[config.mk]
export PLATFORM = sky130hd
export DESIGN_NAME = source_byte_tokenizer_flat
export DESIGN_NICKNAME = d
export VERILOG_FILES = /design/src/rtl/core/sbt_pkg.sv /design/src/rtl/core/sbt_byte_if.sv /design/src/rtl/core/sbt_token_if.sv /design/src/rtl/core/source_byte_tokenizer.sv /design/src/rtl/core/sbt_scan.sv /design/src/flat_wrapper.sv
export SDC_FILE = /design/constraint.sdc
export NUM_CORES = 1
export LEC_CHECK = 0
export BUFFER_PORTS_ARGS = -buffer_cell sky130_fd_sc_hd__buf_2
export CAP_MARGIN = 10
export CORE_MARGIN = 2
export CORE_UTILIZATION = 49
export CTS_BUF_LIST = sky130_fd_sc_hd__clkbuf_2
export CTS_CLUSTER_DIAMETER = 120
export DETAILED_ROUTE_END_ITERATION = 6
export PLACE_DENSITY = 0.65
export SLEW_MARGIN = 20
export SYNTH_ARGS = -nofsm -noshare
export SYNTH_HDL_FRONTEND = slang
export SYNTH_HIERARCHICAL = 1
export SYNTH_SLANG_ARGS = --single-unit
[constraint.sdc]
create_clock -name clk -period 10.4 [get_ports clk]
set_input_delay 1.04 -clock clk [delete_from_list [all_inputs] [get_ports clk]]
set_output_delay 1.04 -clock clk [all_outputs]
set_load 0.005 [all_outputs]
[src/rtl/core/sbt_pkg.sv]
// ---------------------------------------------------------------------------
// Source byte tokenizer package
// Shared types for the token stream: the token kind codes, one token record
// and the pair of tokens that a single source byte can produce.
// ---------------------------------------------------------------------------
package sbt_pkg;

  localparam int KIND_BITS  = 6;
  localparam int FIELD_BITS = 16;
  localparam int BYTE_BITS  = 8;

  typedef enum logic [KIND_BITS-1:0] {
    K_LPAREN, K_RPAREN, K_LBRACE, K_RBRACE, K_SEMI, K_COLON,
    K_BANG, K_NE, K_ASSIGN, K_EQ, K_GT, K_GE, K_LT, K_LE,
    K_PLUS, K_PLUS_EQ, K_MINUS, K_MINUS_EQ, K_SLASH, K_SLASH_EQ,
    K_STAR, K_STAR_EQ, K_PERCENT, K_PERCENT_EQ, K_AND, K_OR,
    K_COMMENT, K_EOF, K_NUMBER, K_IDENT,
    K_CONST, K_FN, K_RETURN, K_VOID, K_I32, K_ERROR
  } token_kind_t;

  typedef struct packed {
    logic [KIND_BITS-1:0]  kind;
    logic [FIELD_BITS-1:0] start;
    logic [FIELD_BITS-1:0] length;
    logic [FIELD_BITS-1:0] line;
    logic                  last;
  } token_t;

  typedef struct packed {
    logic   first_valid;
    logic   second_valid;
    token_t first;
    token_t second;
  } token_pair_t;

endpackage

[src/rtl/core/sbt_byte_if.sv]
// ---------------------------------------------------------------------------
// Source byte channel
// Valid/ready channel that carries one source byte per transaction.
// ---------------------------------------------------------------------------
interface sbt_byte_if;
  logic                          valid;
  logic                          ready;
  logic [sbt_pkg::BYTE_BITS-1:0] next_byte;

  modport source (output valid, output next_byte, input ready);
  modport sink (input valid, input next_byte, output ready);
endinterface

[src/rtl/core/sbt_token_if.sv]
// ---------------------------------------------------------------------------
// Token channel
// Valid/ready channel that carries one token per transaction.
// ---------------------------------------------------------------------------
interface sbt_token_if;
  logic                           valid;
  logic                           ready;
  logic [sbt_pkg::KIND_BITS-1:0]  token_kind;
  logic [sbt_pkg::FIELD_BITS-1:0] token_start;
  logic [sbt_pkg::FIELD_BITS-1:0] token_length;
  logic [sbt_pkg::FIELD_BITS-1:0] line_number;
  logic                           last_of_run;

  modport source (
    output valid, output token_kind, output token_start, output token_length,
    output line_number, output last_of_run, input ready
  );
  modport sink (
    input valid, input token_kind, input token_start, input token_length,
    input line_number, input last_of_run, output ready
  );
endinterface

[src/rtl/core/source_byte_tokenizer.sv]
// ---------------------------------------------------------------------------
// Source byte tokenizer
// Streaming lexer: source bytes in, tokens with kind, offset, length and
// line out, through an input register, the scanner and a token queue.
// ---------------------------------------------------------------------------
// A token is offered from the token queue once the byte that completes
// it has passed the input register. Throughput: one byte per cycle while
// the queue holds at most two tokens; a byte that yields two tokens writes
// both into the four-entry queue at once. Synchronous reset returns the
// scanner to idle at offset zero, line one, with the queue empty.
module source_byte_tokenizer #(
  parameter int POSITION_BITS = 16,
  parameter int TOKEN_LIMIT   = 65535
) (
  input logic             clk,
  input logic             rst,
  sbt_byte_if.sink        bytes,
  sbt_token_if.source     tokens
);

  localparam int DEPTH    = 4;
  localparam int PTR_BITS = $clog2(DEPTH);
  localparam int CNT_BITS = $clog2(DEPTH + 1);

  logic                          held_valid;
  logic [sbt_pkg::BYTE_BITS-1:0] held_byte;
  logic                          step;
  sbt_pkg::token_pair_t          pair;

  sbt_pkg::token_t               queue [DEPTH];
  logic [PTR_BITS-1:0]           head, tail;
  logic [CNT_BITS-1:0]           fill;
  logic                          pop;
  logic [PTR_BITS-1:0]           tail_plus;

  assign step         = held_valid && (fill <= CNT_BITS'(DEPTH - 2));
  assign bytes.ready  = !held_valid || step;
  assign pop          = tokens.valid && tokens.ready;
  assign tail_plus    = tail + 1'b1;

  always_ff @(posedge clk) begin
    if (rst) begin
      held_valid <= 1'b0;
    end else if (bytes.ready) begin
      held_valid <= bytes.valid;
    end
  end

  always_ff @(posedge clk) begin
    if (bytes.ready) begin
      held_byte <= bytes.next_byte;
    end
  end

  sbt_scan #(
    .POSITION_BITS(POSITION_BITS),
    .TOKEN_LIMIT  (TOKEN_LIMIT)
  ) u_scan (
    .clk      (clk),
    .rst      (rst),
    .step     (step),
    .next_byte(held_byte),
    .tokens   (pair)
  );

  always_ff @(posedge clk) begin
    if (pair.first_valid) begin
      queue[tail] <= pair.first;
    end
    if (pair.second_valid) begin
      queue[tail_plus] <= pair.second;
    end
  end

  always_ff @(posedge clk) begin
    if (rst) begin
      head <= '0;
      tail <= '0;
      fill <= '0;
    end else begin
      tail <= tail + PTR_BITS'(pair.first_valid) + PTR_BITS'(pair.second_valid);
      head <= head + PTR_BITS'(pop);
      fill <= fill + CNT_BITS'(pair.first_valid) + CNT_BITS'(pair.second_valid)
              - CNT_BITS'(pop);
    end
  end

  assign tokens.valid        = (fill != '0);
  assign tokens.token_kind   = queue[head].kind;
  assign tokens.token_start  = queue[head].start;
  assign tokens.token_length = queue[head].length;
  assign tokens.line_number  = queue[head].line;
  assign tokens.last_of_run  = queue[head].last;

endmodule

[src/rtl/core/sbt_scan.sv]
// ---------------------------------------------------------------------------
// Tokenizer scanner
// Holds the scan state and turns one source byte per step into up to two
// tokens, with the keyword window, line counter and token limit.
// ---------------------------------------------------------------------------
module sbt_scan #(
  parameter int POSITION_BITS = 16,
  parameter int TOKEN_LIMIT   = 65535
) (
  input  logic                          clk,
  input  logic                          rst,
  input  logic                          step,
  input  logic [sbt_pkg::BYTE_BITS-1:0] next_byte,
  output sbt_pkg::token_pair_t          tokens
);

  localparam logic [3:0] M_IDLE   = 4'd0;
  localparam logic [3:0] M_OP     = 4'd1;
  localparam logic [3:0] M_AMP    = 4'd2;
  localparam logic [3:0] M_BAR    = 4'd3;
  localparam logic [3:0] M_SLASH  = 4'd4;
  localparam logic [3:0] M_NUM    = 4'd5;
  localparam logic [3:0] M_NUMDOT = 4'd6;
  localparam logic [3:0] M_IDENT  = 4'd7;
  localparam logic [3:0] M_LCOM   = 4'd8;
  localparam logic [3:0] M_BCOM   = 4'd9;

  localparam int KW_COUNT = 5;
  localparam logic [47:0] KW_TEXT [KW_COUNT] = '{
    48'h00636F6E7374, 48'h00000000666E, 48'h72657475726E, 48'h0000766F6964,
    48'h000000693332
  };
  localparam logic [15:0] KW_LEN [KW_COUNT] = '{16'd5, 16'd2, 16'd6, 16'd4, 16'd3};
  localparam logic [16:0] LIMIT = 17'(TOKEN_LIMIT);

  logic [3:0]               mode, mode_next;
  logic [POSITION_BITS-1:0] pos, pos_next;
  logic [15:0]              line, line_next;
  logic [15:0]              pend_start, pend_start_next;
  logic [15:0]              pend_len, pend_len_next;
  logic [15:0]              pend_line, pend_line_next;
  logic [5:0]               pend_kind, pend_kind_next;
  logic [47:0]              window, window_next;
  logic                     star, star_next;
  logic [15:0]              count, count_next;
  logic                     halted, halted_next;
  sbt_pkg::token_pair_t     pair;

  function automatic logic [15:0] sat_add(input logic [15:0] v, input logic [1:0] d);
    logic [16:0] s;
    s = {1'b0, v} + {15'd0, d};
    return s[16] ? 16'hFFFF : s[15:0];
  endfunction

  function automatic sbt_pkg::token_t make_token(input logic [5:0] k, input logic [15:0] st,
                                                 input logic [15:0] ln, input logic [15:0] li);
    sbt_pkg::token_t t;
    t.kind   = k;
    t.start  = st;
    t.length = ln;
    t.line   = li;
    t.last   = 1'b0;
    return t;
  endfunction

  function automatic logic is_digit(input logic [7:0] c);
    return c >= "0" && c <= "9";
  endfunction

  function automatic logic is_alpha(input logic [7:0] c);
    return (c >= "a" && c <= "z") || (c >= "A" && c <= "Z");
  endfunction

  always_comb begin
    logic [7:0]               b;
    logic [15:0]              pos16;
    logic [POSITION_BITS-1:0] pos_prev;
    logic                     used;
    logic                     want0, want1, want_idle;
    logic                     ok0, ok1;
    logic                     restart;
    logic [5:0]               ikind;
    logic [5:0]               last_kind;
    logic [16:0]              count_sum;
    sbt_pkg::token_t          r0, r1, ri;

    b               = next_byte;
    pos16           = 16'(pos);
    pos_prev        = pos - 1'b1;
    used            = 1'b1;
    want0           = 1'b0;
    want1           = 1'b0;
    want_idle       = 1'b0;
    restart         = 1'b0;
    r0              = make_token(sbt_pkg::K_EOF, 16'd0, 16'd0, 16'd0);
    r1              = r0;
    ri              = r0;
    mode_next       = mode;
    pos_next        = pos;
    line_next       = line;
    pend_start_next = pend_start;
    pend_len_next   = pend_len;
    pend_line_next  = pend_line;
    pend_kind_next  = pend_kind;
    window_next     = window;
    star_next       = star;
    halted_next     = halted;

    ikind = sbt_pkg::K_IDENT;
    for (int i = KW_COUNT - 1; i >= 0; i--) begin
      if (pend_len == KW_LEN[i] && window == KW_TEXT[i]) begin
        ikind = sbt_pkg::K_CONST + 6'(i);
      end
    end

    if (!halted) begin
      used = 1'b0;
      unique case (mode)
        M_OP: begin
          want0     = 1'b1;
          mode_next = M_IDLE;
          if (b == "=") begin
            r0   = make_token(pend_kind + 6'd1, pend_start, 16'd2, pend_line);
            used = 1'b1;
          end else begin
            r0 = make_token(pend_kind, pend_start, pend_len, pend_line);
          end
        end
        M_AMP, M_BAR: begin
          want0     = 1'b1;
          mode_next = M_IDLE;
          used      = 1'b1;
          if ((mode == M_AMP && b == "&") || (mode == M_BAR && b == "|")) begin
            r0 = make_token(pend_kind, pend_start, 16'd2, pend_line);
          end else begin
            r0          = make_token(sbt_pkg::K_ERROR, pend_start, pend_len, pend_line);
            halted_next = 1'b1;
          end
        end
        M_SLASH: begin
          if (b == "=") begin
            want0     = 1'b1;
            mode_next = M_IDLE;
            used      = 1'b1;
            r0        = make_token(sbt_pkg::K_SLASH_EQ, pend_start, 16'd2, pend_line);
          end else if (b == "/") begin
            mode_next     = M_LCOM;
            pend_len_next = 16'd2;
            used          = 1'b1;
          end else if (b == "*") begin
            mode_next     = M_BCOM;
            pend_len_next = 16'd2;
            star_next     = 1'b0;
            used          = 1'b1;
          end else begin
            want0     = 1'b1;
            mode_next = M_IDLE;
            r0        = make_token(sbt_pkg::K_SLASH, pend_start, pend_len, pend_line);
          end
        end
        M_NUM: begin
          if (is_digit(b)) begin
            pend_len_next = sat_add(pend_len, 2'd1);
            used          = 1'b1;
          end else if (b == ".") begin
            mode_next = M_NUMDOT;
            used      = 1'b1;
          end else begin
            want0     = 1'b1;
            mode_next = M_IDLE;
            r0        = make_token(sbt_pkg::K_NUMBER, pend_start, pend_len, pend_line);
          end
        end
        M_NUMDOT: begin
          used = 1'b1;
          if (is_digit(b)) begin
            pend_len_next = sat_add(pend_len, 2'd2);
            mode_next     = M_NUM;
          end else begin
            want0       = 1'b1;
            want1       = 1'b1;
            mode_next   = M_IDLE;
            r0          = make_token(sbt_pkg::K_NUMBER, pend_start, pend_len, pend_line);
            r1          = make_token(sbt_pkg::K_ERROR, 16'(pos_prev), 16'd1, line);
            halted_next = 1'b1;
          end
        end
        M_IDENT: begin
          if (is_alpha(b) || is_digit(b)) begin
            pend_len_next = sat_add(pend_len, 2'd1);
            window_next   = {window[39:0], b};
            used          = 1'b1;
          end else begin
            want0     = 1'b1;
            mode_next = M_IDLE;
            r0        = make_token(ikind, pend_start, pend_len, pend_line);
          end
        end
        M_LCOM: begin
          if (b == "\n" || b == 8'd0) begin
            want0     = 1'b1;
            mode_next = M_IDLE;
            r0        = make_token(sbt_pkg::K_COMMENT, pend_start, pend_len, pend_line);
          end else begin
            pend_len_next = sat_add(pend_len, 2'd1);
            used          = 1'b1;
          end
        end
        M_BCOM: begin
          if (b == 8'd0) begin
            want0     = 1'b1;
            mode_next = M_IDLE;
            r0        = make_token(sbt_pkg::K_COMMENT, pend_start, pend_len, pend_line);
          end else begin
            pend_len_next = sat_add(pend_len, 2'd1);
            used          = 1'b1;
            if (b == "/" && star) begin
              want0     = 1'b1;
              mode_next = M_IDLE;
              r0        = make_token(sbt_pkg::K_COMMENT, pend_start, pend_len_next, pend_line);
            end else begin
              star_next = (b == "*");
              if (b == "\n") begin
                line_next = sat_add(line, 2'd1);
              end
            end
          end
        end
        default: begin
          mode_next = M_IDLE;
        end
      endcase

      if (!used) begin
        unique case (b)
          8'd0: begin
            want_idle = 1'b1;
            ri        = make_token(sbt_pkg::K_EOF, pos16, 16'd0, line);
            restart   = 1'b1;
          end
          " ", "\t", 8'h0B, 8'h0C, "\r": begin
          end
          "\n": line_next = sat_add(line, 2'd1);
          "(": begin
            want_idle = 1'b1;
            ri        = make_token(sbt_pkg::K_LPAREN, pos16, 16'd1, line);
          end
          ")": begin
            want_idle = 1'b1;
            ri        = make_token(sbt_pkg::K_RPAREN, pos16, 16'd1, line);
          end
          "{": begin
            want_idle = 1'b1;
            ri        = make_token(sbt_pkg::K_LBRACE, pos16, 16'd1, line);
          end
          "}": begin
            want_idle = 1'b1;
            ri        = make_token(sbt_pkg::K_RBRACE, pos16, 16'd1, line);
          end
          ";": begin
            want_idle = 1'b1;
            ri        = make_token(sbt_pkg::K_SEMI, pos16, 16'd1, line);
          end
          ":": begin
            want_idle = 1'b1;
            ri        = make_token(sbt_pkg::K_COLON, pos16, 16'd1, line);
          end
          "!", "=", ">", "<", "+", "-", "*", "%", "/", "&", "|": begin
            pend_start_next = pos16;
            pend_len_next   = 16'd1;
            pend_line_next  = line;
            mode_next       = M_OP;
            unique case (b)
              "!":     pend_kind_next = sbt_pkg::K_BANG;
              "=":     pend_kind_next = sbt_pkg::K_ASSIGN;
              ">":     pend_kind_next = sbt_pkg::K_GT;
              "<":     pend_kind_next = sbt_pkg::K_LT;
              "+":     pend_kind_next = sbt_pkg::K_PLUS;
              "-":     pend_kind_next = sbt_pkg::K_MINUS;
              "*":     pend_kind_next = sbt_pkg::K_STAR;
              "%":     pend_kind_next = sbt_pkg::K_PERCENT;
              "/": begin
                pend_kind_next = sbt_pkg::K_SLASH;
                mode_next      = M_SLASH;
              end
              "&": begin
                pend_kind_next = sbt_pkg::K_AND;
                mode_next      = M_AMP;
              end
              default: begin
                pend_kind_next = sbt_pkg::K_OR;
                mode_next      = M_BAR;
              end
            endcase
          end
          default: begin
            if (is_digit(b)) begin
              pend_start_next = pos16;
              pend_len_next   = 16'd1;
              pend_line_next  = line;
              pend_kind_next  = sbt_pkg::K_NUMBER;
              mode_next       = M_NUM;
            end else if (is_alpha(b)) begin
              pend_start_next = pos16;
              pend_len_next   = 16'd1;
              pend_line_next  = line;
              pend_kind_next  = sbt_pkg::K_IDENT;
              mode_next       = M_IDENT;
              window_next     = {40'd0, b};
            end else begin
              want_idle   = 1'b1;
              ri          = make_token(sbt_pkg::K_ERROR, pos16, 16'd1, line);
              halted_next = 1'b1;
            end
          end
        endcase

        if (want0) begin
          want1 = want_idle;
          r1    = ri;
        end else begin
          want0 = want_idle;
          r0    = ri;
        end
      end
    end else if (b == 8'd0) begin
      restart = 1'b1;
    end

    ok0        = want0 && ({1'b0, count} < LIMIT);
    ok1        = want1 && (({1'b0, count} + {16'd0, ok0}) < LIMIT);
    count_sum  = {1'b0, count} + {16'd0, ok0} + {16'd0, ok1};
    count_next = count_sum[15:0];
    last_kind  = ok1 ? r1.kind : r0.kind;

    if (halted_next && used && b == 8'd0 && mode_next == M_IDLE && ok0 &&
        last_kind == sbt_pkg::K_ERROR) begin
      restart = 1'b1;
    end

    if (restart) begin
      mode_next       = M_IDLE;
      pos_next        = '0;
      line_next       = 16'd1;
      pend_start_next = 16'd0;
      pend_len_next   = 16'd0;
      pend_line_next  = 16'd1;
      pend_kind_next  = 6'd0;
      window_next     = 48'd0;
      star_next       = 1'b0;
      count_next      = 16'd0;
      halted_next     = 1'b0;
    end else begin
      pos_next = pos + 1'b1;
    end

    r0.last           = !ok1;
    r1.last           = 1'b1;
    pair.first_valid  = ok0;
    pair.second_valid = ok1;
    pair.first        = r0;
    pair.second       = r1;
  end

  always_ff @(posedge clk) begin
    if (rst) begin
      mode       <= M_IDLE;
      pos        <= '0;
      line       <= 16'd1;
      pend_start <= 16'd0;
      pend_len   <= 16'd0;
      pend_line  <= 16'd1;
      pend_kind  <= 6'd0;
      window     <= 48'd0;
      star       <= 1'b0;
      count      <= 16'd0;
      halted     <= 1'b0;
    end else if (step) begin
      mode       <= mode_next;
      pos        <= pos_next;
      line       <= line_next;
      pend_start <= pend_start_next;
      pend_len   <= pend_len_next;
      pend_line  <= pend_line_next;
      pend_kind  <= pend_kind_next;
      window     <= window_next;
      star       <= star_next;
      count      <= count_next;
      halted     <= halted_next;
    end
  end

  always_comb begin
    tokens              = pair;
    tokens.first_valid  = pair.first_valid && step;
    tokens.second_valid = pair.second_valid && step;
  end

endmodule
[src/flat_wrapper.sv]
// flat-port wrapper written by rule: the top's interface ports become plain ports
module source_byte_tokenizer_flat 
#(
  parameter int POSITION_BITS = 16,
  parameter int TOKEN_LIMIT   = 65535
)
  (clk, rst, bytes_valid, bytes_next_byte, bytes_ready, tokens_valid, tokens_token_kind, tokens_token_start, tokens_token_length, tokens_line_number, tokens_last_of_run, tokens_ready);
  sbt_byte_if bytes_i ();
  sbt_token_if tokens_i ();
  input logic clk;
  input logic rst;
  input wire logic [$bits(bytes_i.valid)-1:0] bytes_valid;
  input wire logic [$bits(bytes_i.next_byte)-1:0] bytes_next_byte;
  output wire logic [$bits(bytes_i.ready)-1:0] bytes_ready;
  output wire logic [$bits(tokens_i.valid)-1:0] tokens_valid;
  output wire logic [$bits(tokens_i.token_kind)-1:0] tokens_token_kind;
  output wire logic [$bits(tokens_i.token_start)-1:0] tokens_token_start;
  output wire logic [$bits(tokens_i.token_length)-1:0] tokens_token_length;
  output wire logic [$bits(tokens_i.line_number)-1:0] tokens_line_number;
  output wire logic [$bits(tokens_i.last_of_run)-1:0] tokens_last_of_run;
  input wire logic [$bits(tokens_i.ready)-1:0] tokens_ready;
  assign bytes_i.valid = bytes_valid;
  assign bytes_i.next_byte = bytes_next_byte;
  assign bytes_ready = bytes_i.ready;
  assign tokens_valid = tokens_i.valid;
  assign tokens_token_kind = tokens_i.token_kind;
  assign tokens_token_start = tokens_i.token_start;
  assign tokens_token_length = tokens_i.token_length;
  assign tokens_line_number = tokens_i.line_number;
  assign tokens_last_of_run = tokens_i.last_of_run;
  assign tokens_i.ready = tokens_ready;
  source_byte_tokenizer #(.POSITION_BITS(POSITION_BITS), .TOKEN_LIMIT(TOKEN_LIMIT)) u_core (.clk(clk), .rst(rst), .bytes(bytes_i), .tokens(tokens_i));
endmodule
==> key figures <==
Route
  • Routed vias: 17900
  • Antenna Violating Nets Remaining: 0
  • Vias per std cell: 6.27
  • Routed WL: 64500 um
  • Drt drc: 0
  • Average wire per standard cell: 22.6 um
  • First-pass DRT Iterations: 6
  • Iter 0 DRT Violations: 1918

Power and ir drop
  • Net Switching: 1.45 mW
  • Pint: 2.65 mW
  • Power Dens Cells: 172 mW/mm2
  • Leakage: 8.59 nW
  • VDD IR max: 0.000118 V
  • Sw Share: 35.3%
  • Seq pwr share: 45.3%
  • Clock power frac: 27.1%
  • Total power: 4.11 mW
  • Comb power frac: 27.7%

Setup path
  • Crit path from: u_core/held_byte[4]
  • CP endpoint kind: register
  • Critical Path RT: 11.08 ns
  • Worst-path fanout max: 56
  • Reg2Reg Launch Point: u_core/held_byte[4]
  • CP arrival: 8.70 ns
  • Critical path launch point type: register
  • WS Path Type: register to register

Logic synthesis
  • Sequential share of the synthesized area: 45.3%
  • Cell Area, Synth: 0.0223 mm2
  • Main synth FF type: edfxtp_1
  • Post-synth EDFFs: 228
  • Most common cell in the netlist: edfxtp_1
  • Count of different cell masters after synthesis: 86
  • Area leader, netlist: edfxtp_1
  • Syn avg cell area: 10.5 um2
  • Synth top area cells: edfxtp_1 (31%), dfxtp_1 (15%), mux2_2 (8.6%)
  • Largest family of logic cells by synthesized area: multiplexers
  • Share of the synthesized area in the top cell type: 30.7%
  • Commonest cells post-synth: edfxtp_1 (228), mux2_2 (170), dfxtp_1 (163), nor2_1 (163), nand2_1 (149)
  • Ys async rst share: 0%
  • Yosys warns: 6
  • Number of synthesized register bits: 391
  • Adder-cell share of the synthesized area: 1.21%
  • Gate Count Post-Synth: 2125
  • Mux cell area share after synthesis: 16.9%
  • Compound-Gate Fraction of Synth Area: 13.9%
  • Post-synthesis simple-gate area fraction: 15.8%
  • Post-Synth XOR/XNOR Area: 1.88%

CTS
  • # resized after CTS: 0
  • CTS tree: done
  • Clock root buffer master: clkbuf_2
  • # clock sinks: 391
  • Post-CTS Hold Fix Bufs: 8
  • Clk_lat worst skew: 1.13 ns
  • Clock transition at path regs: 0.09 ns
  • Post-CTS setup buffers: 0
  • CTS Buf Count: 103
  • Max clock buf depth: 3
  • H-tree levels: 3

STA
  • Final hold violations: 0
  • Slew HR: 19.3%
  • Setup-failing EPs final: 0
  • Fin crit share: 77.1%
  • Slew Viols, Final: 0
  • Final setup TNS: 0 ns
  • Worst-Margin Slew: 1.20 ns
  • FMAX: 0.125 GHz
  • Worst clock skew: 0.0995 ns
  • RSZ-0062 raised after global routing: no
  • Crit path time final: 8.02 ns

Place
  • GPL Wtd Cong: 0.968
  • Post-Place Cells: 2657
  • Port bufs: 68
  • HPWL after DPL: 42300 um

Final layout
  • Nets: 2201
  • Fraction of layout cells with a size suffix above 1: 24.1%
  • Non-Filler Instances: 2858
  • Area Growth Syn to Fin: 7.01%

Die
  • Die Y: 218 um
  • Chip width: 218 um
  • Cell Rows: 78
  • Full die area: 0.0473 mm2
  • Starting density of the core: 49.4%
  • Core region area: 0.0452 mm2
  • I/O pin count: 69

Worst hold path
  • Hold Crit Class: primary input to register
  • Hold wc startpoint: bytes_valid

Global route
  • Vias in the first global route: 17600
  • Gr usage total: 27.3%
  • Largest net degree at the start of global routing: 57
  • Grt total ovfl: 0
  • First-pass GRT wire length: 101000 um
  • Initial antenna violation count: 2

Outcome
  • Outcome: finished clean

Job
  • Max Cap Viol: 0
## layout by cell type, fill, tap and decap left out, types with 24 or more instances in the layout
cell,n
o21ai_0,91
clkbuf_2,169
inv_1,33
buf_4,32
nand2_1,149
dfxtp_1,160
nor2_1,160
mux4_2,55
and2_1,29
mux2_2,170
nand3_1,95
or3_1,24
nor3_1,48
buf_2,68
xnor2_1,26
nand4_1,24
mux2_1,51
a22o_1,81
a21oi_1,145
edfxtp_1,228
and3_1,32
## layout make-up
| class | instances | area [um2] |
|---|---|---|
| multi-input cells | 1532 | 11300 |
| clock inverters | 23 | 135 |
| fillers | 4107 | 21300 |
| clock buffers | 169 | 846 |
| flip-flops and latches | 391 | 10100 |
| inverters | 34 | 128 |
| repair buffers | 108 | 661 |
| well taps | 600 | 751 |
| diodes | 1 | 2.50 |
## per-stage QoR
stage / cell area [um2] / worst slack [ns] / utilization, % / hold slack [ns]
final: 23900 / 2.38 / 52.9 / 0.209
after floorplan: 22400 / 2.17 / - / 0.440
after global placement: 22800 / 2.48 / 50.5 / 0.455
after detailed placement: 22800 / 2.14 / 50.5 / 0.455
after global routing: 23900 / 1.85 / 52.9 / 0.146
after CTS: 23900 / 2.03 / 52.9 / 0.0578
## cell families (layout without fill, tap and decap cells)
logic type               count (synthesis)  after routing
buffers and inverters                  216            334
multiplexers                           281            281
AND/OR/NAND/NOR                        693            693
flip-flops                             391            391
adder cells (fa/ha/maj)                 20             20
XOR/XNOR                                48             48
other                                    2             17
AO/OA/AOI/OAI                          474            474
## final timing paths
path	endpoint	slack, ns	cells past startpoint
max reg2reg	u_core/queue[2][19]	2.38	21
min	u_core/held_valid	0.21	3
min reg2reg	u_core/u_scan/pend_line[13]	0.48	1
max	u_core/queue[2][19]	2.38	21
## sequential cells by signal, indices dropped and copies added, names as in the netlist
register                  count
u_core/tail                   2
u_core/fill                   3
u_core/head                   2
u_core/u_scan/pend_len       16
u_core/queue                220
u_core/u_scan/window         48
u_core/u_scan/pend_kind       5
u_core/u_scan/mode            4
u_core/u_scan/star            1
u_core/u_scan/pend_start     16
u_core/u_scan/pos            16
u_core/u_scan/count          16
u_core/u_scan/pend_line      16
u_core/u_scan/line           16
u_core/held_byte              8
u_core/held_valid             1
u_core/u_scan/halted          1
## power groups by stage
| stage | Sequential [mW] | Combinational (mW) | Clock [mW] |
|---|---|---|---|
| floorplan | 1.84 | 0.780 | 0 |
| global placement | 1.89 | 1.11 | 0 |
| detailed placement | 1.89 | 1.12 | 0 |
| CTS | 1.86 | 1.13 | 1.16 |
| global route | 1.87 | 1.22 | 1.24 |
| finish | 1.86 | 1.14 | 1.11 |
## routing by layer
metal,global-route usage (%),wire (um),vias up
li1,-,-,8194
met1,38.0,28600,8824
met2,43.0,29600,799
met3,5.16,4880,114
met4,9.18,1360,0
met5,0,0,-
## worst max-delay path: stages (launching register included)
cell and delay [ns]:
edfxtp_1 0.55, nor4b_2 0.97, nand2_1 0.35, o21ai_0 0.40, and2_1 0.24, or4_1 0.16
buf_4 0.43, nor2_1 0.13, nor2_1 0.12, ha_1 0.27, ha_1 0.36, nand3_1 0.23
o32ai_1 0.41, o221ai_1 0.21, nand2b_1 0.17, or4_1 0.63, and3_1 0.27, and2_1 0.31
nand3b_1 0.14, buf_4 0.70, o21ai_4 0.09, buf_4 0.43
Power figures use the tool's default switching activity.
